`src/hw/rtl/rfts_pkg.sv`:
```
`timescale 1ns / 1ps
`default_nettype none
// ----------------------------------------------------------------------------
// Radio frame transmit serializer package
// Shared constants, codes and the result descriptor passed between the
// control stage and the output stage.
// ----------------------------------------------------------------------------
package rfts_pkg;

    localparam int FRAME_BYTES_DEF = 48;
    localparam int STORE_BYTES_DEF = 2048;

    // Width of the delay register and of the byte position counter.
    localparam int DELAY_W = 11;
    localparam logic [DELAY_W-1:0] DELAY_RESET = 11'd240;

    localparam logic [7:0] SYNC_BYTE    = 8'h5F;
    localparam int         PREAMBLE_LEN = 3;

    // Input item kinds.
    localparam logic KIND_HOST = 1'b0;
    localparam logic KIND_TICK = 1'b1;

    // Result status codes.
    localparam logic [1:0] STATUS_NONE = 2'd0;
    localparam logic [1:0] STATUS_OK   = 2'd1;
    localparam logic [1:0] STATUS_BAD  = 2'd2;
    localparam logic [1:0] STATUS_FULL = 2'd3;

    // Send phase codes.
    localparam logic [1:0] PH_IDLE     = 2'd0;
    localparam logic [1:0] PH_SYNC     = 2'd1;
    localparam logic [1:0] PH_PREAMBLE = 2'd2;
    localparam logic [1:0] PH_FRAME    = 2'd3;

    // Everything the output stage needs to form one result, apart from the
    // store read data, which is registered in the store and arrives in the following cycle.
    typedef struct packed {
        logic [1:0] status;
        logic       bit_valid;
        logic       use_mem;
        logic [7:0] const_byte;
        logic [2:0] bit_sel;
        logic [5:0] free_frames;
    } res_meta_t;

    // Preamble byte by position; positions beyond the last repeat it.
    function automatic logic [7:0] preamble_byte(input logic [1:0] idx);
        logic [7:0] b;
        unique case (idx)
            2'd0:    b = 8'h57;
            2'd1:    b = 8'h75;
            default: b = 8'hFD;
        endcase
        return b;
    endfunction

endpackage
`default_nettype wire

```
`src/hw/rtl/rfts_out.sv`:
```
`timescale 1ns / 1ps
`default_nettype none
// ----------------------------------------------------------------------------
// Serializer output stage
// Holds each descriptor while the store read completes, picks the output
// bit and keeps the result in an output register for the receiver.
// ----------------------------------------------------------------------------
module rfts_out (
    input  wire logic                clk,
    input  wire logic                rst_n,
    input  wire logic                item_accept,
    input  rfts_pkg::res_meta_t      meta_in,
    input  wire logic [7:0]          mem_rd_data,
    output logic                     item_stall,
    output logic                     result_valid,
    input  wire logic                result_stall,
    output logic      [1:0]          status,
    output logic                     bit_valid,
    output logic                     bit_value,
    output logic      [5:0]          free_frames
);

    import rfts_pkg::*;

    logic       p1_valid_reg, p1_valid_next;
    res_meta_t  p1_meta_reg;
    logic       out_valid_reg, out_valid_next;
    logic [1:0] status_reg;
    logic       bit_valid_reg;
    logic       bit_value_reg;
    logic [5:0] free_frames_reg;
    logic       p1_move;
    logic [7:0] sel_byte;
    logic       sel_bit;

    assign p1_move    = p1_valid_reg && (!out_valid_reg || !result_stall);
    assign item_stall = p1_valid_reg && !p1_move;

    assign sel_byte = p1_meta_reg.use_mem ? mem_rd_data : p1_meta_reg.const_byte;
    assign sel_bit  = p1_meta_reg.bit_valid && sel_byte[3'd7 - p1_meta_reg.bit_sel];

    always_comb
    begin
        p1_valid_next = item_accept || (p1_valid_reg && !p1_move);
        out_valid_next = p1_move || (out_valid_reg && result_stall);
    end

    always_ff @(posedge clk or negedge rst_n)
    begin
        if (!rst_n)
        begin
            p1_valid_reg  <= 1'b0;
            out_valid_reg <= 1'b0;
        end
        else
        begin
            p1_valid_reg  <= p1_valid_next;
            out_valid_reg <= out_valid_next;
        end
    end

    always_ff @(posedge clk)
    begin
        if (item_accept)
        begin
            p1_meta_reg <= meta_in;
        end
        if (p1_move)
        begin
            status_reg      <= p1_meta_reg.status;
            bit_valid_reg   <= p1_meta_reg.bit_valid;
            bit_value_reg   <= sel_bit;
            free_frames_reg <= p1_meta_reg.free_frames;
        end
    end

    assign result_valid = out_valid_reg;
    assign status       = status_reg;
    assign bit_valid    = bit_valid_reg;
    assign bit_value    = bit_value_reg;
    assign free_frames  = free_frames_reg;

    a_stall_needs_held: assert property (@(posedge clk) disable iff (!rst_n)
        item_stall |-> (p1_valid_reg && out_valid_reg))
        else $error("Input stalled with a free pipeline slot.");

endmodule
`default_nettype wire

```
`config.mk`:
```
export PLATFORM = sky130hd
export DESIGN_NAME = rfts_out
export DESIGN_NICKNAME = d
export VERILOG_FILES = /design/src/hw/rtl/rfts_pkg.sv /design/src/hw/rtl/rfts_out.sv
export SDC_FILE = /design/constraint.sdc
export NUM_CORES = 1
export LEC_CHECK = 0
export BUFFER_PORTS_ARGS = -buffer_cell sky130_fd_sc_hd__clkbuf_2
export CAP_MARGIN = 0
export CORE_MARGIN = 2
export CORE_UTILIZATION = 46
export DETAILED_ROUTE_END_ITERATION = 6
export HOLD_SLACK_MARGIN = 0.06
export PLACE_DENSITY = 0.76
export SLEW_MARGIN = 20
export SYNTH_ARGS = -nofsm -noshare
export SYNTH_HDL_FRONTEND = slang
export SYNTH_SLANG_ARGS = --single-unit
export TNS_END_PERCENT = 50
```
`constraint.sdc`:
```
create_clock -name clk -period 2 [get_ports clk]
set_input_delay 0.1 -clock clk [delete_from_list [all_inputs] [get_ports clk]]
set_output_delay 0.1 -clock clk [all_outputs]
set_load 0.01 [all_outputs]
```
Yosys cells after proc, flatten, opt, wreduce, memory -nomap -nowiden

Index checks and enable logic that the tools add are counted.

Register bits after elaboration: 33
Output and inout port bits: 12
Word-level logic and storage cells: 27

Add/sub/neg operators: 1
$lt $le $gt $ge: 1
Mux-type cells: 3
Reduce and logical (&&, ||, !) cells: 10

Operators with widths:

| cell                                                                  | number |
|---|---|
| 8-bit 2-to-1 mux                                                      | 1 |
| 1-bit logical AND                                                     | 4 |
| 3-bit by 4-bit < comparator with 1-bit output (second input constant) | 1 |
| 1-bit binary-select mux with 3-bit select                             | 1 |
| 1-bit zero test                                                       | 3 |
| 1-bit logical OR                                                      | 3 |
| 3-bit subtractor (first input constant)                               | 1 |
| 1-bit 2-to-1 mux                                                      | 1 |

Depth between registers and ports, before layout

Gate-level depths: netlist (run 1).

Depth after elaboration: 6
Gate-level depth with buffers: 5
Gate-level depth less buffers: 4

Worst setup path before layout (run 1)

OpenSTA, ideal clock, no wires.

Kind: register to register
From: reg out_valid_reg (netlist: result_valid)
To: reg bit_valid_reg (netlist: bit_valid) (enable)
Library setup time: 0.392 ns
Arrival: 1.239 ns
Slack: 0.369 ns
Cell stages (with the launch flop): 2
Path buffers: 0
Period minus slack after synthesis: 1.631 ns
Cell sequence: dfrtp_1 -> a21boi_0

Word-level cells in the longest chain between the ends: 3

Ends and longest elaborated chain:

| element                | RTL line       | RTL |
|---|---|---|
| start, declared        | rfts_out.sv:27 | `logic out_valid_reg, out_valid_next;` |
| start signal, assigned | rfts_out.sv:58 | `out_valid_reg <= out_valid_next;` |
| 1-bit zero test        | rfts_out.sv:36 | `assign p1_move = p1_valid_reg && (!out_valid_reg \|\| !result_stall);` |
| 1-bit logical OR       | rfts_out.sv:36 |  |
| 1-bit logical AND      | rfts_out.sv:36 |  |
| net p1_move            | rfts_out.sv:32 | `logic p1_move;` |
| end signal, assigned   | rfts_out.sv:71 | `bit_valid_reg <= p1_meta_reg.bit_valid;` |
| end, declared          | rfts_out.sv:29 | `logic bit_valid_reg;` |

The timed path passes the listed nets, and every way through them passes these cells.
A chain may end at the register's enable or synchronous reset.

Worst setup path after layout (run 1)

From: reg p1_meta_reg[17] in the netlist's numbering
To: reg bit_value_reg (netlist: bit_value) (data pin)

Word-level cells in the longest chain between the ends: 4

Ends and longest elaborated chain:

| element                                   | RTL line       | RTL |
|---|---|---|
| start, declared                           | rfts_out.sv:26 | `res_meta_t p1_meta_reg;` |
| start signal, assigned                    | rfts_out.sv:66 | `p1_meta_reg <= meta_in;` |
| 8-bit 2-to-1 mux                          | rfts_out.sv:39 | `assign sel_byte = p1_meta_reg.use_mem ? mem_rd_data : p1_meta_reg.const_byte;` |
| 1-bit binary-select mux with 3-bit select | rfts_out.sv:40 | `assign sel_bit = p1_meta_reg.bit_valid && sel_byte[3'd7 - p1_meta_reg.bit_sel];` |
| 1-bit 2-to-1 mux (implied by the code)    | rfts_out.sv:40 |  |
| 1-bit logical AND                         | rfts_out.sv:40 |  |
| net sel_bit                               | rfts_out.sv:34 | `logic sel_bit;` |
| end signal, assigned                      | rfts_out.sv:72 | `bit_value_reg <= sel_bit;` |
| end, declared                             | rfts_out.sv:30 | `logic bit_value_reg;` |

The timed path passes the listed nets, and every way through them passes these cells. The select of a mux whose other input is x is not followed.

==> results of run 1 <==
==> cell type report <==
cell class	instances	area, um^2	area share [%]
repair buffers	68	458	26.9
flip-flops and latches	33	981	57.7
clock inverters	2	10.0	0.589
clock buffers	6	41.3	2.43
well taps	30	37.5	2.21
multi-input cells	20	173	10.2
==> report_power, final <==
| part | switching [mW] | leakage, nW | internal, mW | total (mW) |
|---|---|---|---|---|
| clock network | 0.198 | 0.0320 | 0.134 | 0.331 |
| registers | 0.0261 | 0.323 | 0.821 | 0.847 |
| logic | 0.0620 | 0.355 | 0.0916 | 0.154 |
==> what timing repair did <==
item                                   CTS  global route
buffers inserted                         0             0
hold buffers                            23             0
endpoints found under the hold margin   24             0
==> per-layer routing <==
metal / up-vias / global-route usage (%)
li1: 365 / -
met1: 344 / 18.3
met2: 22 / 32.1
met3: 7 / 4.92
met4: 0 / 10.0
met5: - / 0
==> stage by stage <==
step / hold WS, ps / utilization (%) / instances / setup WS, ps
after CTS: 76.4 / 69.9 / 159 / 310
after floorplan: -196 / - / 54 / 369
after detailed placement: -107 / 58.3 / 128 / 318
after global placement: -115 / 58.3 / 128 / 450
after global routing: 114 / 69.9 / 159 / 266
final: 134 / 69.9 / 159 / 339
==> cells by family (layout without fill, tap and decap cells) <==
group                  Yosys count  after routing  synth area share (%)
AOI/OAI and AO/OA                5              5                  3.55
buffers and inverters            1             76                 0.967
DFF                             33             33                  84.2
muxes                            6              6                  7.30
and+or+nand+nor                  9              9                  3.98
==> cells in the mapped netlist <==
| cell | number |
|---|---|
| o211ai_1 | 1 |
| nand2b_1 | 1 |
| nand3_1 | 2 |
| edfxtp_1 | 31 |
| and3_1 | 1 |
| mux4_2 | 2 |
| nor2b_1 | 1 |
| o211ai_2 | 1 |
| mux2i_1 | 4 |
| a21o_1 | 1 |
| buf_6 | 1 |
| dfrtp_1 | 2 |
| a21boi_0 | 1 |
| or2_2 | 1 |
| o22ai_1 | 1 |
| nand2_1 | 3 |
==> worst reg2reg max path: cells and delay by family, from the launching register on <==
family,cells,cell delay [ps]
compound gates,2,320
flops,1,550
mux,1,550
==> path summary, 6_finish.rpt <==
path / start / end / slack (ps) / cells after the start
setup / recovery: p1_meta_reg[17] / bit_value / 340 / 3
max in group asynchronous: rst_n / p1_valid_reg / 1770 / 2
hold reg to reg: p1_meta_reg[4] / free_frames[4] / 430 / 0
min in group clk: mem_rd_data[2] / bit_value / 360 / 5
setup reg to reg: p1_meta_reg[17] / bit_value / 340 / 3
hold / removal: rst_n / result_valid / 130 / 2
==> layout by cell type (no fill, tap or decap) <==
cell           count
clkbuf_2          44
edfxtp_1          31
dlygate4sd3_1     23
clkbuf_4           5
mux2i_1            4
nand2_1            3
mux4_2             2
nand3_1            2
clkinv_2           2
dfrtp_1            2
nor2b_1            1
o211ai_2           1
nand2b_1           1
o211ai_1           1
o22ai_1            1
a21boi_0           1
and3_1             1
or2_2              1
a21o_1             1
clkbuf_1           1
buf_4              1
==> flow_summary.toml, run 1 <==
[final_layout]
stdcell_area_um2 = 1700
diodes = 0
nNetsFinal = 161
final.fill_count = 165
syn2layout_area_growth_pct = 46.0
largest_reg_flops = 21
drive_above_1_share_pct = 43.4

[critical_path]
worst-setup-path-type = "reg2reg"
critPathMaxStageDelay_ps = 550
cp_slowest_cell = "edfxtp_1"
endpoint_kind = "flop"
crit_buf_inv = 0
cp-start-kind = "flop"
path_delay_family = "flip-flops"
critPathArrivalTime_ps = 1730
required_ps = 2070
timing.critical_path.cells = "mux4_2 -> o211ai_1 -> o22ai_1"
path_max_fanout = 6

[sta]
grt_setup_unrepaired = "false"
final_max_slew_viol_count = 0
fin_worst_skew_ps = 3.88
final_hold_viol_count = 0
timing.fmax_ghz = 0.602
setup_tns_ps = 0
min_period_ps = 1660
worstMarginPinSlew_ps = 536
fin_crit_sh_pct = 83.1
finalSetupViolCount = 0
slew_headroom_pct = 64.3

[placed_design]
gp_congestion = 0.761
place_hpwl_mm = 1.48
place_area_um2 = 1420
io_buffers = 44

[drt]
ant_nets = 0
met1_length_um = 803
viasPerCell = 4.64
wl_per_cell_um = 13.9
vias = 738
dr.pass1.iters = 4
route.top_layer_used = "met4"
wl_met2_mm = 1.26
drc = 0
drt-total-wl_mm = 2.22
wl_met3_um = 100
drt_iter0_markers = 21

[clock_tree]
path_clk_slew_ps = 90
cts-root-buf = "clkbuf_4"
h-tree-depth = 2
tritoncts = "done"
clk_latency_ps = 320
ctsResizeCount = 0
numCtsBuffers = 5
clock_sinks = 33
cts_buffer_depth = 2

[grt]
grt_usage_pct = 17.8
grt_pass1_vias = 745
grt_overflow = 0
antenna_found_initial = 0
grt_max_degree = 23
grt_pass1_wl_mm = 3.34

[die]
start_util_pct = 47.9
coreArea_um2 = 2430
fp.dieArea_um2 = 2950
fp-row-count = 18
dieWidth_um = 54.3
ios = 45
fp.dieH_um = 54.3

[power]
max-vdd-ir-drop_v = 0.000527
cellLeakagePower_nw = 0.711
p_total_mw = 1.33
power.density_nw_per_um2 = 783

[synth]
synthDistinctLibCells = 16
synth_seq_area_share_pct = 84.2
synthCells = 54
syn-cell-area_um2 = 1160
synth_largest_area_cell = "edfxtp_1"
synthTopCellsByArea = "edfxtp_1 80%, dfrtp_1 4.3%, mux4_2 3.9%, mux2i_1 3.4%, o211ai_2 1.1%"
synth_nets = 87
yosysWarnings = 0
postSynthAreaPerCell_um2 = 21.6
ys_ff_latch = 33
synth_top_area_share_pct = 79.9

[min_path]
hold_class = "in2async"

[job]
drv_cap = 0

[status]
status = "finished, final reports clean"
No activity file was read; power rests on OpenSTA's default activity.
==> inputs of run 2 (changes only) <==
==> constraint.sdc (replaced) <==
create_clock -name clk -period 1.55 [get_ports clk]
set_input_delay 0.0775 -clock clk [delete_from_list [all_inputs] [get_ports clk]]
set_output_delay 0.0775 -clock clk [all_outputs]
set_load 0.01 [all_outputs]
==> run 2 against run 1 <==
Effect of this change:
- core utilization grew 1.4 points
- clock-buffer cell count grew 2
- worst hold slack gained 210 ps
- maximum frequency grew 10%
- non-clock buffer count grew 3
- register-to-register slack lost 300 ps
- worst setup slack lost 300 ps
==> flow_summary.toml, run 2 (same netlist as run 1, synthesis figures left out) <==
[status]
status = "finished, final reports clean"

[drt]
met1_length_um = 851
drt-total-wl_mm = 2.47
wl_met2_mm = 1.44
route.top_layer_used = "met4"
wl_met3_um = 94
drt_iter0_markers = 17
drc = 0
ant_nets = 0
dr.pass1.iters = 4
viasPerCell = 4.86
vias = 787
wl_per_cell_um = 15.3

[critical_path]
cp-start-kind = "flop"
path_max_fanout = 3
required_ps = 1620
critPathArrivalTime_ps = 1580
worst-setup-path-type = "reg2reg"
endpoint_kind = "flop"
r2r_setup_slack_ps = 40

[grt]
grt_pass1_wl_mm = 3.62
antenna_found_initial = 0
grt_usage_pct = 19.9
grt_overflow = 0
grt_max_degree = 23
grt_pass1_vias = 809

[final_layout]
drive_above_1_share_pct = 42.4
diodes = 0
layout_commonest_cell = "clkbuf_2"
final_cell_mix = "44 x clkbuf_2, 31 x edfxtp_1, 25 x dlygate4sd3_1, 5 x clkbuf_4, 4 x mux2i_1"
syn2layout_area_growth_pct = 49.0
nNetsFinal = 164
final.fill_count = 159
largest_reg_flops = 21

[die]
dieWidth_um = 54.3
fp-row-count = 18
fp.dieH_um = 54.3
ios = 45
coreArea_um2 = 2430
start_util_pct = 47.9
fp.dieArea_um2 = 2950

[sta]
setup_tns_ps = 0
fin_worst_skew_ps = 9.24
final_hold_viol_count = 0
final_max_slew_viol_count = 0
timing.fmax_ghz = 0.662
worstMarginPinSlew_ps = 535
grt_setup_unrepaired = "true"
fin_ws_ps = 39.0
finalSetupViolCount = 0
fin_crit_sh_pct = 97.5
slew_headroom_pct = 64.3
min_period_ps = 1510

[job]
drv_cap = 0

[placed_design]
gp_congestion = 0.757
io_buffers = 44
dp_slack_ps = 95.6
place_hpwl_mm = 1.44

[clock_tree]
cts_buffer_depth = 2
h-tree-depth = 2
tritoncts = "done"
path_clk_slew_ps = 100
clock_sinks = 33
clk_latency_ps = 330
cts-root-buf = "clkbuf_4"
numCtsBuffers = 5
cts_setup_buffers = 0

[power]
power.density_nw_per_um2 = 1040
cellLeakagePower_nw = 0.725
max-vdd-ir-drop_v = 0.000684

[min_path]
hold_class = "in2reg"
run 2: cell count changes in the layout (fill, tap and decap cells not counted):
| cell | previous run | this run |
|---|---|---|
| clkbuf_1 | 1 | 2 |
| clkinv_2 | 2 | 0 |
| a21boi_1 | 0 | 1 |
| buf_4 | 1 | 2 |
| dlygate4sd3_1 | 23 | 25 |
| clkbuf_8 | 0 | 1 |
| a21boi_0 | 1 | 0 |
run 2: what timing repair did:
action                                 in CTS  in global routing
endpoints found under the hold margin      24                  0
hold buffers                               25                  0
setup endpoints to repair                   0                  1
gates resized for setup                     0                  0
run 2: critical path, stage by stage, from the launching register on:
cell and delay [ps]:
edfxtp_1 420, mux4_2 520, o211ai_1 190, o22ai_1 120
run 2: layout make-up:
class,instances,area [um^2],share of cell area [%]
timing repair buffer,71,485,28.0
clock buffer,8,58.8,3.39
sequential,33,981,56.5
tap,30,37.5,2.16
multi-input combinational,20,173,9.95
run 2: per-layer routing:
metal	vias to the layer above	track usage (%)
li1	371	-
met1	379	19.4
met2	28	35.1
met3	9	7.38
met4	0	12.5
met5	-	0
run 2: path summary, 6_finish.rpt:
path	from	end	depth (start not counted)
worst max-delay path	p1_meta_reg[17]	bit_value	3
worst min-delay path	item_accept	p1_meta_reg[19]	1
worst max register to register	p1_meta_reg[17]	bit_value	3
worst min register to register	p1_meta_reg[5]	free_frames[5]	0
max in group asynchronous	rst_n	p1_valid_reg	4
min in group asynchronous	rst_n	result_valid	3
run 2: per-stage QoR:
stage	std cells	hold slack, ps	cell area, um^2	util [%]	power (mW)
floorplan	54	-218	1160	-	1.17
global placement	129	-137	1430	58.6	1.26
detailed placement	129	-135	1430	58.6	1.27
CTS	162	308	1740	71.3	1.79
global route	162	361	1740	71.3	1.87
finish	162	349	1740	71.3	1.80
run 2: power by group:
part | switching, mW | internal, mW | leakage, nW
clock | 0.271 | 0.224 | 0.0326
sequential | 0.0311 | 1.06 | 0.323
combinational | 0.0891 | 0.124 | 0.369
total | 0.391 | 1.41 | 0.725
