[src/hw/rtl/rfts_pkg.sv]
`timescale 1ns / 1ps
`default_nettype none
// ----------------------------------------------------------------------------
// Radio frame transmit serializer package
// Shared constants, codes and the result descriptor passed between the
// control stage and the output stage.
// ----------------------------------------------------------------------------
package rfts_pkg;

    localparam int FRAME_BYTES_DEF = 48;
    localparam int STORE_BYTES_DEF = 2048;

    // Width of the delay register and of the byte position counter.
    localparam int DELAY_W = 11;
    localparam logic [DELAY_W-1:0] DELAY_RESET = 11'd240;

    localparam logic [7:0] SYNC_BYTE    = 8'h5F;
    localparam int         PREAMBLE_LEN = 3;

    // Input item kinds.
    localparam logic KIND_HOST = 1'b0;
    localparam logic KIND_TICK = 1'b1;

    // Result status codes.
    localparam logic [1:0] STATUS_NONE = 2'd0;
    localparam logic [1:0] STATUS_OK   = 2'd1;
    localparam logic [1:0] STATUS_BAD  = 2'd2;
    localparam logic [1:0] STATUS_FULL = 2'd3;

    // Send phase codes.
    localparam logic [1:0] PH_IDLE     = 2'd0;
    localparam logic [1:0] PH_SYNC     = 2'd1;
    localparam logic [1:0] PH_PREAMBLE = 2'd2;
    localparam logic [1:0] PH_FRAME    = 2'd3;

    // Everything the output stage needs to form one result, apart from the
    // store read data, which is registered in the store and arrives in the following cycle.
    typedef struct packed {
        logic [1:0] status;
        logic       bit_valid;
        logic       use_mem;
        logic [7:0] const_byte;
        logic [2:0] bit_sel;
        logic [5:0] free_frames;
    } res_meta_t;

    // Preamble byte by position; positions beyond the last repeat it.
    function automatic logic [7:0] preamble_byte(input logic [1:0] idx);
        logic [7:0] b;
        unique case (idx)
            2'd0:    b = 8'h57;
            2'd1:    b = 8'h75;
            default: b = 8'hFD;
        endcase
        return b;
    endfunction

endpackage
`default_nettype wire

[src/hw/rtl/rfts_ctrl.sv]
`timescale 1ns / 1ps
`default_nettype none
// ----------------------------------------------------------------------------
// Serializer control stage
// Tracks message assembly, ring pointers and the send sequencer, issues store
// accesses and builds the result descriptor for each accepted transaction.
// ----------------------------------------------------------------------------
module rfts_ctrl #(
    parameter  int FRAME_BYTES = 48,
    parameter  int STORE_BYTES = 2048,
    localparam int ADDR_W      = $clog2(STORE_BYTES + FRAME_BYTES)
) (
    input  wire logic                         clk,
    input  wire logic                         rst_n,
    input  wire logic                         cfg_write_en,
    input  wire logic [rfts_pkg::DELAY_W-1:0] cfg_write_data,
    input  wire logic                         item_accept,
    input  wire logic                         kind,
    input  wire logic [7:0]                   data_byte,
    input  wire logic                         message_last,
    input  wire logic                         tx_on,
    output logic                              mem_wr_en,
    output logic      [ADDR_W-1:0]            mem_wr_addr,
    output logic      [7:0]                   mem_wr_data,
    output logic                              mem_rd_en,
    output logic      [ADDR_W-1:0]            mem_rd_addr,
    output rfts_pkg::res_meta_t               meta
);

    import rfts_pkg::*;

    // The physical ring holds one frame more than the accounted store, so a
    // frame whose space has been released can still be read out while the
    // host refills the store.
    localparam int DEPTH        = STORE_BYTES + FRAME_BYTES;
    localparam int STORE_FRAMES = STORE_BYTES / FRAME_BYTES;
    localparam int UF_W         = $clog2(STORE_FRAMES + 1);
    localparam int LEN_W        = $clog2(FRAME_BYTES + 3);
    localparam int CMP_W        = (UF_W > 6) ? UF_W : 6;

    localparam logic [ADDR_W-1:0] LAST_ADDR   = ADDR_W'(DEPTH - 1);
    localparam logic [ADDR_W:0]   DEPTH_W     = (ADDR_W + 1)'(DEPTH);
    localparam logic [ADDR_W:0]   FRAME_ADD   = (ADDR_W + 1)'(FRAME_BYTES);
    localparam logic [LEN_W-1:0]  LEN_FRAME   = LEN_W'(FRAME_BYTES);
    localparam logic [LEN_W-1:0]  LEN_FULL    = LEN_W'(FRAME_BYTES + 1);
    localparam logic [LEN_W-1:0]  LEN_SAT     = LEN_W'(FRAME_BYTES + 2);
    localparam logic [UF_W-1:0]   UF_MAX      = UF_W'(STORE_FRAMES);
    localparam logic [CMP_W-1:0]  FREE_SAT    = CMP_W'(63);
    localparam logic [DELAY_W:0]  POS_FRAME   = (DELAY_W + 1)'(FRAME_BYTES);
    localparam logic [DELAY_W:0]  POS_PREAMB  = (DELAY_W + 1)'(PREAMBLE_LEN);

    function automatic logic [ADDR_W-1:0] addr_inc(input logic [ADDR_W-1:0] a);
        return (a == LAST_ADDR) ? '0 : a + ADDR_W'(1);
    endfunction

    function automatic logic [ADDR_W-1:0] addr_add_frame(input logic [ADDR_W-1:0] a);
        logic [ADDR_W:0] sum;
        sum = {1'b0, a} + FRAME_ADD;
        if (sum >= DEPTH_W)
        begin
            sum = sum - DEPTH_W;
        end
        return sum[ADDR_W-1:0];
    endfunction

    logic [DELAY_W-1:0] delay_reg,      delay_next;
    logic [ADDR_W-1:0]  wp_reg,         wp_next;
    logic [ADDR_W-1:0]  rp_reg,         rp_next;
    logic [ADDR_W-1:0]  msg_addr_reg,   msg_addr_next;
    logic [ADDR_W-1:0]  frame_addr_reg, frame_addr_next;
    logic [UF_W-1:0]    used_frames_reg, used_frames_next;
    logic [LEN_W-1:0]   len_reg,        len_next;
    logic               rej_reg,        rej_next;
    logic [1:0]         phase_reg,      phase_next;
    logic [DELAY_W-1:0] byte_pos_reg,   byte_pos_next;
    logic [2:0]         bit_pos_reg,    bit_pos_next;

    logic               store_full;
    logic               rej_eff;
    logic [LEN_W-1:0]   len_inc;
    logic [1:0]         ph_eff;
    logic [DELAY_W-1:0] bp_eff;
    logic [2:0]         bitp_eff;
    logic [ADDR_W-1:0]  faddr_eff;
    logic [DELAY_W:0]   bp_inc;
    logic [CMP_W-1:0]   free_wide;

    assign store_full = (used_frames_reg == UF_MAX);
    assign rej_eff    = (len_reg == '0) ? store_full : rej_reg;
    assign len_inc    = (len_reg < LEN_SAT) ? len_reg + LEN_W'(1) : len_reg;

    always_comb
    begin
        delay_next       = cfg_write_en ? cfg_write_data : delay_reg;
        wp_next          = wp_reg;
        rp_next          = rp_reg;
        msg_addr_next    = msg_addr_reg;
        frame_addr_next  = frame_addr_reg;
        used_frames_next = used_frames_reg;
        len_next         = len_reg;
        rej_next         = rej_reg;
        phase_next       = phase_reg;
        byte_pos_next    = byte_pos_reg;
        bit_pos_next     = bit_pos_reg;

        mem_wr_en   = 1'b0;
        mem_wr_addr = msg_addr_reg;
        mem_wr_data = data_byte;
        mem_rd_en   = 1'b0;
        mem_rd_addr = frame_addr_reg;

        ph_eff    = phase_reg;
        bp_eff    = byte_pos_reg;
        bitp_eff  = bit_pos_reg;
        faddr_eff = frame_addr_reg;
        bp_inc    = '0;

        meta.status     = STATUS_NONE;
        meta.bit_valid  = 1'b0;
        meta.use_mem    = 1'b0;
        meta.const_byte = SYNC_BYTE;
        meta.bit_sel    = bit_pos_reg;

        if (item_accept && kind == KIND_HOST)
        begin
            // The tag byte only latches the write base; the frame bytes
            // follow it at consecutive ring addresses.
            if (len_reg == '0)
            begin
                msg_addr_next = wp_reg;
            end
            else if (len_reg <= LEN_FRAME && !rej_eff)
            begin
                mem_wr_en     = 1'b1;
                msg_addr_next = addr_inc(msg_addr_reg);
            end

            if (message_last)
            begin
                len_next = '0;
                rej_next = 1'b0;
                priority if (len_inc != LEN_FULL)
                begin
                    meta.status = STATUS_BAD;
                end
                else if (rej_eff)
                begin
                    meta.status = STATUS_FULL;
                end
                else
                begin
                    meta.status      = STATUS_OK;
                    wp_next          = msg_addr_next;
                    used_frames_next = used_frames_reg + UF_W'(1);
                end
            end
            else
            begin
                len_next = len_inc;
                rej_next = rej_eff;
            end
        end
        else if (item_accept && !(phase_reg == PH_IDLE && used_frames_reg == '0))
        begin
            if (phase_reg == PH_IDLE)
            begin
                bp_eff   = '0;
                bitp_eff = '0;
                if (!tx_on)
                begin
                    ph_eff = (delay_reg == '0) ? PH_PREAMBLE : PH_SYNC;
                end
                else
                begin
                    ph_eff           = PH_FRAME;
                    faddr_eff        = rp_reg;
                    rp_next          = addr_add_frame(rp_reg);
                    used_frames_next = used_frames_reg - UF_W'(1);
                end
            end

            meta.bit_valid = 1'b1;
            meta.bit_sel   = bitp_eff;

            unique case (ph_eff)
                PH_PREAMBLE:
                begin
                    meta.const_byte = preamble_byte(bp_eff[1:0]);
                end
                PH_FRAME:
                begin
                    meta.use_mem = 1'b1;
                    mem_rd_en    = 1'b1;
                    mem_rd_addr  = faddr_eff;
                end
                default:
                begin
                    meta.const_byte = SYNC_BYTE;
                end
            endcase

            bp_inc          = {1'b0, bp_eff} + (DELAY_W + 1)'(1);
            bit_pos_next    = bitp_eff + 3'd1;
            phase_next      = ph_eff;
            byte_pos_next   = bp_eff;
            frame_addr_next = faddr_eff;

            if (bitp_eff == 3'd7)
            begin
                byte_pos_next = bp_inc[DELAY_W-1:0];
                unique case (ph_eff)
                    PH_SYNC:
                    begin
                        if (bp_inc >= {1'b0, delay_reg})
                        begin
                            phase_next    = PH_PREAMBLE;
                            byte_pos_next = '0;
                        end
                    end
                    PH_PREAMBLE:
                    begin
                        if (bp_inc >= POS_PREAMB)
                        begin
                            phase_next    = PH_IDLE;
                            byte_pos_next = '0;
                        end
                    end
                    PH_FRAME:
                    begin
                        frame_addr_next = addr_inc(faddr_eff);
                        if (bp_inc >= POS_FRAME)
                        begin
                            phase_next    = PH_IDLE;
                            byte_pos_next = '0;
                        end
                    end
                    default:
                    begin
                        phase_next = PH_IDLE;
                    end
                endcase
            end
        end

        // The store only ever moves by whole frames, so free frames is the
        // frame capacity less the frames held.
        free_wide        = CMP_W'(UF_MAX - used_frames_next);
        meta.free_frames = (free_wide > FREE_SAT) ? 6'd63 : free_wide[5:0];
    end

    always_ff @(posedge clk or negedge rst_n)
    begin
        if (!rst_n)
        begin
            delay_reg       <= DELAY_RESET;
            wp_reg          <= '0;
            rp_reg          <= '0;
            msg_addr_reg    <= '0;
            frame_addr_reg  <= '0;
            used_frames_reg <= '0;
            len_reg         <= '0;
            rej_reg         <= 1'b0;
            phase_reg       <= PH_IDLE;
            byte_pos_reg    <= '0;
            bit_pos_reg     <= '0;
        end
        else
        begin
            delay_reg       <= delay_next;
            wp_reg          <= wp_next;
            rp_reg          <= rp_next;
            msg_addr_reg    <= msg_addr_next;
            frame_addr_reg  <= frame_addr_next;
            used_frames_reg <= used_frames_next;
            len_reg         <= len_next;
            rej_reg         <= rej_next;
            phase_reg       <= phase_next;
            byte_pos_reg    <= byte_pos_next;
            bit_pos_reg     <= bit_pos_next;
        end
    end

    a_store_bounded: assert property (@(posedge clk) disable iff (!rst_n)
        used_frames_reg <= UF_MAX)
        else $error("Stored frame count exceeds the store capacity.");

    a_no_rw_collision: assert property (@(posedge clk) disable iff (!rst_n)
        (mem_wr_en && mem_rd_en) |-> (mem_wr_addr != mem_rd_addr))
        else $error("Host write hits the frame being sent.");

    a_idle_positions: assert property (@(posedge clk) disable iff (!rst_n)
        (phase_reg == PH_IDLE) |-> (bit_pos_reg == '0 && byte_pos_reg == '0))
        else $error("Send positions not cleared while idle.");

    a_len_bounded: assert property (@(posedge clk) disable iff (!rst_n)
        len_reg <= LEN_SAT)
        else $error("Message length counter beyond saturation.");

endmodule
`default_nettype wire

[config.mk]
export PLATFORM = sky130hd
export DESIGN_NAME = rfts_ctrl
export DESIGN_NICKNAME = d
export VERILOG_FILES = /design/src/hw/rtl/rfts_pkg.sv /design/src/hw/rtl/rfts_ctrl.sv
export SDC_FILE = /design/constraint.sdc
export NUM_CORES = 1
export LEC_CHECK = 0
export BUFFER_PORTS_ARGS = -buffer_cell sky130_fd_sc_hd__buf_2
export CAP_MARGIN = 30
export CORE_ASPECT_RATIO = 0.75
export CORE_UTILIZATION = 41
export CTS_BUF_LIST = sky130_fd_sc_hd__clkbuf_16
export CTS_CLUSTER_SIZE = 10
export DETAILED_ROUTE_END_ITERATION = 7
export PLACE_DENSITY_LB_ADDON = 0.08
export SETUP_SLACK_MARGIN = 0.1
export SYNTH_ARGS = -nofsm -noshare
export SYNTH_HDL_FRONTEND = slang
export SYNTH_SLANG_ARGS = --single-unit
[constraint.sdc]
create_clock -name clk -period 9 [get_ports clk]
set_input_delay 1.8 -clock clk [delete_from_list [all_inputs] [get_ports clk]]
set_output_delay 1.8 -clock clk [all_outputs]
set_load 0.03 [all_outputs]
==> Word-level counts from Yosys, hierarchy flattened <==
Index checks and enable logic that the tools add are counted.
{ "totals": {"regBits": 88, "latchBits": 0, "mem_bits_rw": 0, "mem_bits_ro": 0, "input_bits": 26, "output_inout_bits": 55, "word_cells": 116, "mem_count": 0} }
{ "classes": {"n_addsub": 10, "n_mul": 0, "n_div": 0, "order_cmp": 7, "eq_ne": 9, "n_shift": 0, "mux": 61, "bitwise": 4, "reduce_logical": 14} }
{ "ops": {"columns": ["cell", "n"], "rows": [
  ["two-way mux 12 bit", 14],
  ["two-way mux 11 bit", 7],
  ["two-way mux 6 bit", 10],
  ["case mux 11 bit (3 select lines)", 1],
  ["two-way mux 13 bit", 2],
  ["two-way mux 2 bit", 13],
  ["adder 12 x 1 -> 12 bit, second input constant", 2],
  ["equality test 12 bit, second input constant", 2],
  ["case mux 8 bit (2 select lines)", 1],
  ["adder 12 x 6 -> 13 bit, second input constant", 1],
  ["greater-or-equal comparator 13 x 12 -> 1 bit, second input constant", 1],
  ["adder 11 x 1 -> 12 bit, second input constant", 1],
  ["adder 6 x 1 -> 6 bit, second input constant", 2],
  ["greater-or-equal comparator 12 x 11 -> 1 bit", 1],
  ["greater-or-equal comparator 12 x 2 -> 1 bit, second input constant", 1],
  ["greater-or-equal comparator 12 x 6 -> 1 bit, second input constant", 1],
  ["logical NOT 6 bit", 2],
  ["subtractor 12 bit, second input constant", 1],
  ["logical NOT 11 bit", 1],
  ["two-way mux 3 bit", 3],
  ["two-way mux 1 bit", 8],
  ["two-way mux 8 bit", 1],
  ["AND reduction 4 bit", 2],
  ["equality test 6 bit, second input constant", 1],
  ["other kinds (16)", 26]
]} }

==> Longest topological paths before layout <==
Gate-level depths: netlist of run 1.
{ "depth": {"depth_word": 11, "ltp_mapped": 20, "ltp_nobuf": 17} }

==> Worst setup path before layout of run 1 <==
Ideal clock, no wire load.
{ "synth_timing": {"kind": "in2out", "startpoint": "in tx_on", "endpoint": "out meta[4] (netlist name)", "arrival_time_ps": 4166, "required_ps": 7200, "slack_ps": 3034, "path_stages": 8, "n_path_buf": 1, "cell_sequence": "or3b_2 -> clkbuf_1 -> a211oi_1 -> o21ai_0 -> a22oi_1 -> ha_1 -> o21ai_0 -> xnor2_1"} }
{ "synth_lines": {"columns": ["element", "line", "text"], "rows": [
  ["start: declaration", "rfts_ctrl.sv:21", "input wire logic tx_on,"],
  ["end: declaration", "rfts_ctrl.sv:27", "output rfts_pkg::res_meta_t meta"]
]} }

==> results_dict.tcl, run 1 <==
set metrics [dict create \
    grt_pass1_wl_um 27800 \
    io_buffers 60 \
    seq_area_frac_synth 0.348 \
    ant_nets 0 \
    yosysUniqueCellTypes 72 \
    cp-start-kind "input port" \
    die_y_um 107 \
    fillers 1448 \
    fp-row-count 38 \
    crit_buf_inv 3 \
    ios 81 \
    setup-tns-final_ns 0 \
    worst_slack_ns 2.25 \
    cp_max_fo 20 \
    remaining_drc_errors 0 \
    drtIter0Drc 395 \
    cts_tree "yes" \
    multi_input_area_um2 3550 \
    htree_levels 3 \
    hp-class "register to register" \
    die_area_um2 15300 \
    wl_per_cell_um 16.4 \
    p_leak_uw 0.00300 \
    worstPathRequired_ns 7.20 \
    die_w_um 142 \
    syn_area_per_cell_um2 7.92 \
    drv_slew 0 \
    finalClockSkew_ns 0.00755 \
    hpwl_um 11700 \
    cts_num_sinks 84 \
    antenna_found_initial 0 \
    path_depth 10 \
    synth-seq-cells 84 \
    post_cts_buffers 0 \
    worstSetupStartpoint "tx_on" \
    vdd_ir_drop_max_mv 0.142 \
    status "completed" \
    path_clk_slew_ns 0.07 \
    wirelength_um 16300 \
    n_antenna_cell 0 \
    max_cap_viol_count 0 \
    initial_core_util 0.419 \
    slowest_delay_ns 0.86 \
    yosys_warnings 0 \
    pwr_density_cell_nw_per_um2 184 \
    layout-drive-gt1-share 0.131 \
    endpoint "meta[5]" \
    gr-total-overflow 0 \
    synth-main-ff-cell "dfrtp_1" \
    post-route-min-period_ns 6.75 \
    tightest_slew_ns 1.03 \
    nNetsFinal 842 \
    rsz0062_at_grt "false" \
    final-seq-area_um2 2110 \
    firstDrtPassIters 5 \
    grt_max_degree 52 \
    hold_viol 0 \
    slew_headroom 0.312 \
    crit_family "simple AND/OR/NAND/NOR gates" \
    cts_resized 0 \
    worstPathArrival_ns 4.95 \
    synthCells 764 \
    clk-insertion-delay-late_ns 0.35 \
    crit_chain "buf_2 -> inv_1 -> nor2_1 -> nand4_1 -> nor4b_1 -> a41o_1 -> xnor2_1 -> a21oi_2 -> xor2_1 -> buf_2" \
    cp_slowest_cell "nand4_1" \
    gp_congestion 0.903 \
    end_kind "primary output" \
    ctsHoldBuffers 0 \
    routed-via-count 5659 \
    numCtsBuffers 9 \
    coreArea_um2 14500 \
    setup_violations 0 \
    critPathKind "input port to primary output" \
    rr_worst_depth 17 \
    ctsRootBufferMaster "clkbuf_16" \
    via_per_inst 5.68 \
    reg2reg_from "phase_reg[0]$_DFFE_PN0P_" \
    postSynth.asyncResetShare 1.00 \
    ctsLongestPathBuffers 2 \
    first_global_vias 5385 \
    grt_usage 0.230 \
    fmax_mhz 148 \
    rr_endpoint "byte_pos_reg[10]$_DFFE_PN0P_" \
    pre_cts_ws_ns 2.21 \
    crit_path_frequent_cell "buf_2" \
    synth-edff-count 0 \
    syn_area_um2 6050 \
    syn_to_final_growth_pct 10.5 \
    r2r_slack_ns 4.04 \
    final.period_utilization 0.750 \
]
-- cell usage in the layout, fill, tap and decap left out, drive strengths merged, types with 5 or more instances in the layout --
cell type	Yosys	layout
nor2b	7	7
nor2	55	55
nor3	24	24
o21ai	82	82
o211ai	5	5
a22o	6	6
nand4	11	11
xnor2	25	25
ha	25	25
dfrtp	80	80
and2	9	9
o22ai	8	8
o21a	7	7
a21oi	42	42
nand2b	7	7
nand2	114	114
clkbuf	38	9
o31ai	11	11
nor4	9	9
a31oi	12	12
buf	15	66
and3	8	8
xor2	11	11
inv	43	45
nand3	24	24
nor4b	7	7
mux2i	5	5
-- report_power, final --
| part | switching, µW | internal (µW) |
|---|---|---|
| clock | 170 | 188 |
| sequential | 72.1 | 420 |
| combinational | 249 | 132 |
-- synthesized netlist by cell type, types with 5 or more instances --
master    instances  share of area
buf_4            13          0.016
mux2i_1           5         0.0083
nor4b_1           6         0.0087
o21a_1            7         0.0087
xnor2_1          25          0.036
ha_1             25          0.052
xor2_1           11          0.016
nand4_1          11          0.011
nor2b_1           7         0.0072
and2_1            8         0.0083
clkbuf_1         38          0.024
and3_1            8         0.0083
o22ai_1           8         0.0083
a21oi_1          41          0.034
o211ai_1          5         0.0062
o21ai_0          80          0.066
nor2_1           55          0.034
nor3_1           22          0.018
inv_1            43          0.027
a22o_1            6         0.0087
nand2_1         114          0.071
nand2b_1          7         0.0072
a31oi_1          12          0.012
nor4_1            9         0.0093
o31ai_1          11          0.014
dfrtp_1          80           0.33
nand3_1          23          0.019
-- worst min-delay path: stages (launching register included) --
cell and delay, ns:
dfrtp_1 0.35, nand2_1 0.05, nand2_1 0.05
-- worst min-delay path by stage --
stage | cells past startpoint | startpoint | to
after floorplan | 2 | wp_reg[3]$_DFFE_PN0P_ | wp_reg[3]$_DFFE_PN0P_
after global placement | 2 | wp_reg[3]$_DFFE_PN0P_ | wp_reg[3]$_DFFE_PN0P_
after detailed placement | 2 | wp_reg[3]$_DFFE_PN0P_ | wp_reg[3]$_DFFE_PN0P_
after CTS | 2 | wp_reg[3]$_DFFE_PN0P_ | wp_reg[3]$_DFFE_PN0P_
after global routing | 1 | rej_reg$_DFFE_PN0P_ | rej_reg$_DFFE_PN0P_
final | 2 | wp_reg[3]$_DFFE_PN0P_ | wp_reg[3]$_DFFE_PN0P_
-- final cells by class --
type | count | share of cell area
clock buffers | 9 | 0.0337
clock inverters | 7 | 0.00748
inverters | 43 | 0.0241
multi-input cells | 587 | 0.531
flip-flops and latches | 84 | 0.315
well taps | 200 | 0.0374
repair buffers | 66 | 0.0516
-- cells by family (layout without fill, tap and decap cells) --
kind of cell,after synthesis,in the layout,share of synthesized area
buffers and inverters,96,125,0.0678
AO/OA/AOI/OAI,217,217,0.225
XOR/XNOR,36,36,0.0521
flip-flops,84,84,0.348
other,1,4,0.000620
adder cells (fa/ha/maj),25,25,0.0517
multiplexers,6,6,0.0101
AND/OR/NAND/NOR,299,299,0.245
-- metrics by stage --
stage                     power (µW)   util  std cells  hold slack (ns)  area (µm²)
final                           1230  0.463        996            0.484        6690
after global routing            1310  0.463        996            0.514        6690
after global placement           873  0.443        979            0.453        6410
after detailed placement         877  0.444        980            0.473        6410
after CTS                       1240  0.463        996            0.490        6690
after floorplan                  769      -        767            0.439        6060
-- per-layer routing --
layer	wire, µm	GRT usage	vias up
met5	0	0	-
met4	198	0.0676	0
met3	1050	0.0447	22
met2	6930	0.336	179
met1	8160	0.339	2687
li1	-	-	2771
(Power assumes the default switching activity.)
==> run 2: changes to the inputs <==
==> constraint.sdc (replaced) <==
create_clock -name clk -period 5.75 [get_ports clk]
set_input_delay 1.15 -clock clk [delete_from_list [all_inputs] [get_ports clk]]
set_output_delay 1.15 -clock clk [all_outputs]
set_load 0.03 [all_outputs]
==> run 2 against run 1 <==
Compared with the run above:
- total power increased by 55%
- first-iteration DRC count decreased by 4.1%
- register-to-register slack got worse by 3.1 ns
- combinational power increased by 58%
- wire length increased by 0.86%
- hold slack got worse by 0.011 ns
- clock-buffer cell count unchanged
- highest routed layer unchanged
==> results_dict.tcl, run 2 (synthesis results as in run 1) <==
set metrics [dict create \
    drtIter0Drc 379 \
    ctsLongestPathBuffers 2 \
    grt_usage 0.232 \
    final_cell_mix "nand2_1 (114), o21ai_0 (80), dfrtp_1 (80), buf_2 (59), nor2_1 (55)" \
    status "completed" \
    critPathKind "register to register" \
    via_per_inst 5.70 \
    die_w_um 142 \
    ctsHoldBuffers 0 \
    antenna_found_initial 0 \
    power.share.clock 0.283 \
    cts_resized 0 \
    die_area_um2 15300 \
    max_cap_viol_count 0 \
    layout-drive-gt1-share 0.136 \
    fp-row-count 38 \
    p_comb_frac 0.315 \
    clk-insertion-delay-late_ns 0.35 \
    rsz0062_at_grt "false" \
    post_cts_buffers 0 \
    end_kind "register" \
    drv_slew 0 \
    slew_headroom 0.428 \
    grt_max_degree 52 \
    cts_num_sinks 84 \
    n_antenna_cell 0 \
    tightest_slew_ns 0.850 \
    fin_area_um2 6730 \
    vdd_ir_drop_max_mv 0.143 \
    numCtsBuffers 9 \
    switching_share 0.394 \
    grt_pass1_wl_um 27800 \
    io_buffers 60 \
    dpl_cell_area_um2 6450 \
    worst_slack_ns 0.925 \
    die_y_um 107 \
    gp_congestion 0.959 \
    seq_power_share 0.402 \
    first_global_vias 5377 \
    hp-class "register to register" \
    syn_to_final_growth_pct 11.2 \
    fin_cells 1002 \
    p_leak_uw 0.00303 \
    finalClockSkew_ns 0.00892 \
    gr-total-overflow 0 \
    p_sw_uw 755 \
    initial_core_util 0.419 \
    post-route-min-period_ns 4.83 \
    wirelength_um 16500 \
    cts_tree "yes" \
    setup_violations 0 \
    worstPathArrival_ns 5.08 \
    hold_viol 0 \
    path_clk_slew_ns 0.07 \
    fmax_mhz 207 \
    htree_levels 3 \
    nNetsFinal 848 \
    dp.cells 985 \
    wl_per_cell_um 16.5 \
    pwr_density_cell_nw_per_um2 284 \
    cp_max_fo 13 \
    pre_cts_ws_ns 1.01 \
    firstDrtPassIters 5 \
    final.period_utilization 0.839 \
    ios 81 \
    p_int_uw 1160 \
    cp-start-kind "register" \
    worstPathRequired_ns 6.01 \
    setup-tns-final_ns 0 \
    hpwl_um 11900 \
    layout_commonest_cell "nand2_1" \
    coreArea_um2 14500 \
    ctsRootBufferMaster "clkbuf_16" \
    remaining_drc_errors 0 \
    ant_nets 0 \
    routed-via-count 5710 \
]
-- run 2: cell count changes in the layout (fill, tap and decap cells not counted) --
| cell | delta |
|---|---|
| buf_4 | +7 |
| clkinv_4 | +2 |
| clkinvlp_4 | -2 |
| inv_6 | -2 |
| buf_2 | -1 |
| clkinv_1 | +1 |
| clkinv_2 | +1 |
-- run 2: worst paths after layout --
path / from / end / slack (ns) / cells past startpoint
min reg2reg: wp_reg[3]$_DFFE_PN0P_ / wp_reg[3]$_DFFE_PN0P_ / 0.47 / 2
max in group asynchronous: rst_n / used_frames_reg[2]$_DFF_PN0_ / 3.94 / 2
min: wp_reg[3]$_DFFE_PN0P_ / wp_reg[3]$_DFFE_PN0P_ / 0.47 / 2
max: phase_reg[0]$_DFFE_PN0P_ / byte_pos_reg[7]$_DFFE_PN0P_ / 0.92 / 17
max reg2reg: phase_reg[0]$_DFFE_PN0P_ / byte_pos_reg[7]$_DFFE_PN0P_ / 0.92 / 17
min in group asynchronous: rst_n / delay_reg[10]$_DFFE_PN0P_ / 0.75 / 1
-- run 2: per-stage QoR --
stage	hold WS [ns]	util	power (µW)
after floorplan	0.439	-	1200
after global placement	0.453	0.447	1370
after detailed placement	0.458	0.447	1380
after CTS	0.473	0.465	1930
after global routing	0.496	0.466	2040
final	0.473	0.466	1910
-- run 2: critical path, cell delays in order (launching register included) --
cell       delay [ns]
dfrtp_1          0.55
or2_2            0.35
nand2_1          0.16
inv_1            0.11
ha_1             0.32
nand3_1          0.24
o21a_1           0.25
o21ai_0          0.39
inv_1            0.11
ha_1             0.29
o21a_1           0.18
o21ai_0          0.15
inv_1            0.08
a2111oi_0        0.38
o21ai_0          0.37
o21ai_0          0.34
nand3_1          0.21
o31ai_1          0.25
-- run 2: cell type report --
class | count | area (µm²)
Fill cell | 1449 | 7720
Multi-Input combinational cell | 587 | 3550
Sequential cell | 84 | 2110
Timing Repair Buffer | 72 | 393
Tap cell | 200 | 250
Clock buffer | 9 | 225
Inverter | 43 | 161
Clock inverter | 7 | 43.8
-- run 2: metal layers --
layer / global-route usage / vias up / part of all wire
met5: 0 / - / 0
met4: 0.0561 / 0 / 0.0084
met3: 0.0648 / 23 / 0.072
met2: 0.344 / 214 / 0.43
met1: 0.329 / 2698 / 0.49
li1: - / 2775 / -
-- run 2: power groups by stage --
stage                     Combinational, µW  Clock, µW  Sequential, µW
final                                   602        542             769
after global placement                  591          0             777
after detailed placement                599          0             778
after floorplan                         442          0             762
after CTS                               602        562             767
after global routing                    673        587             783
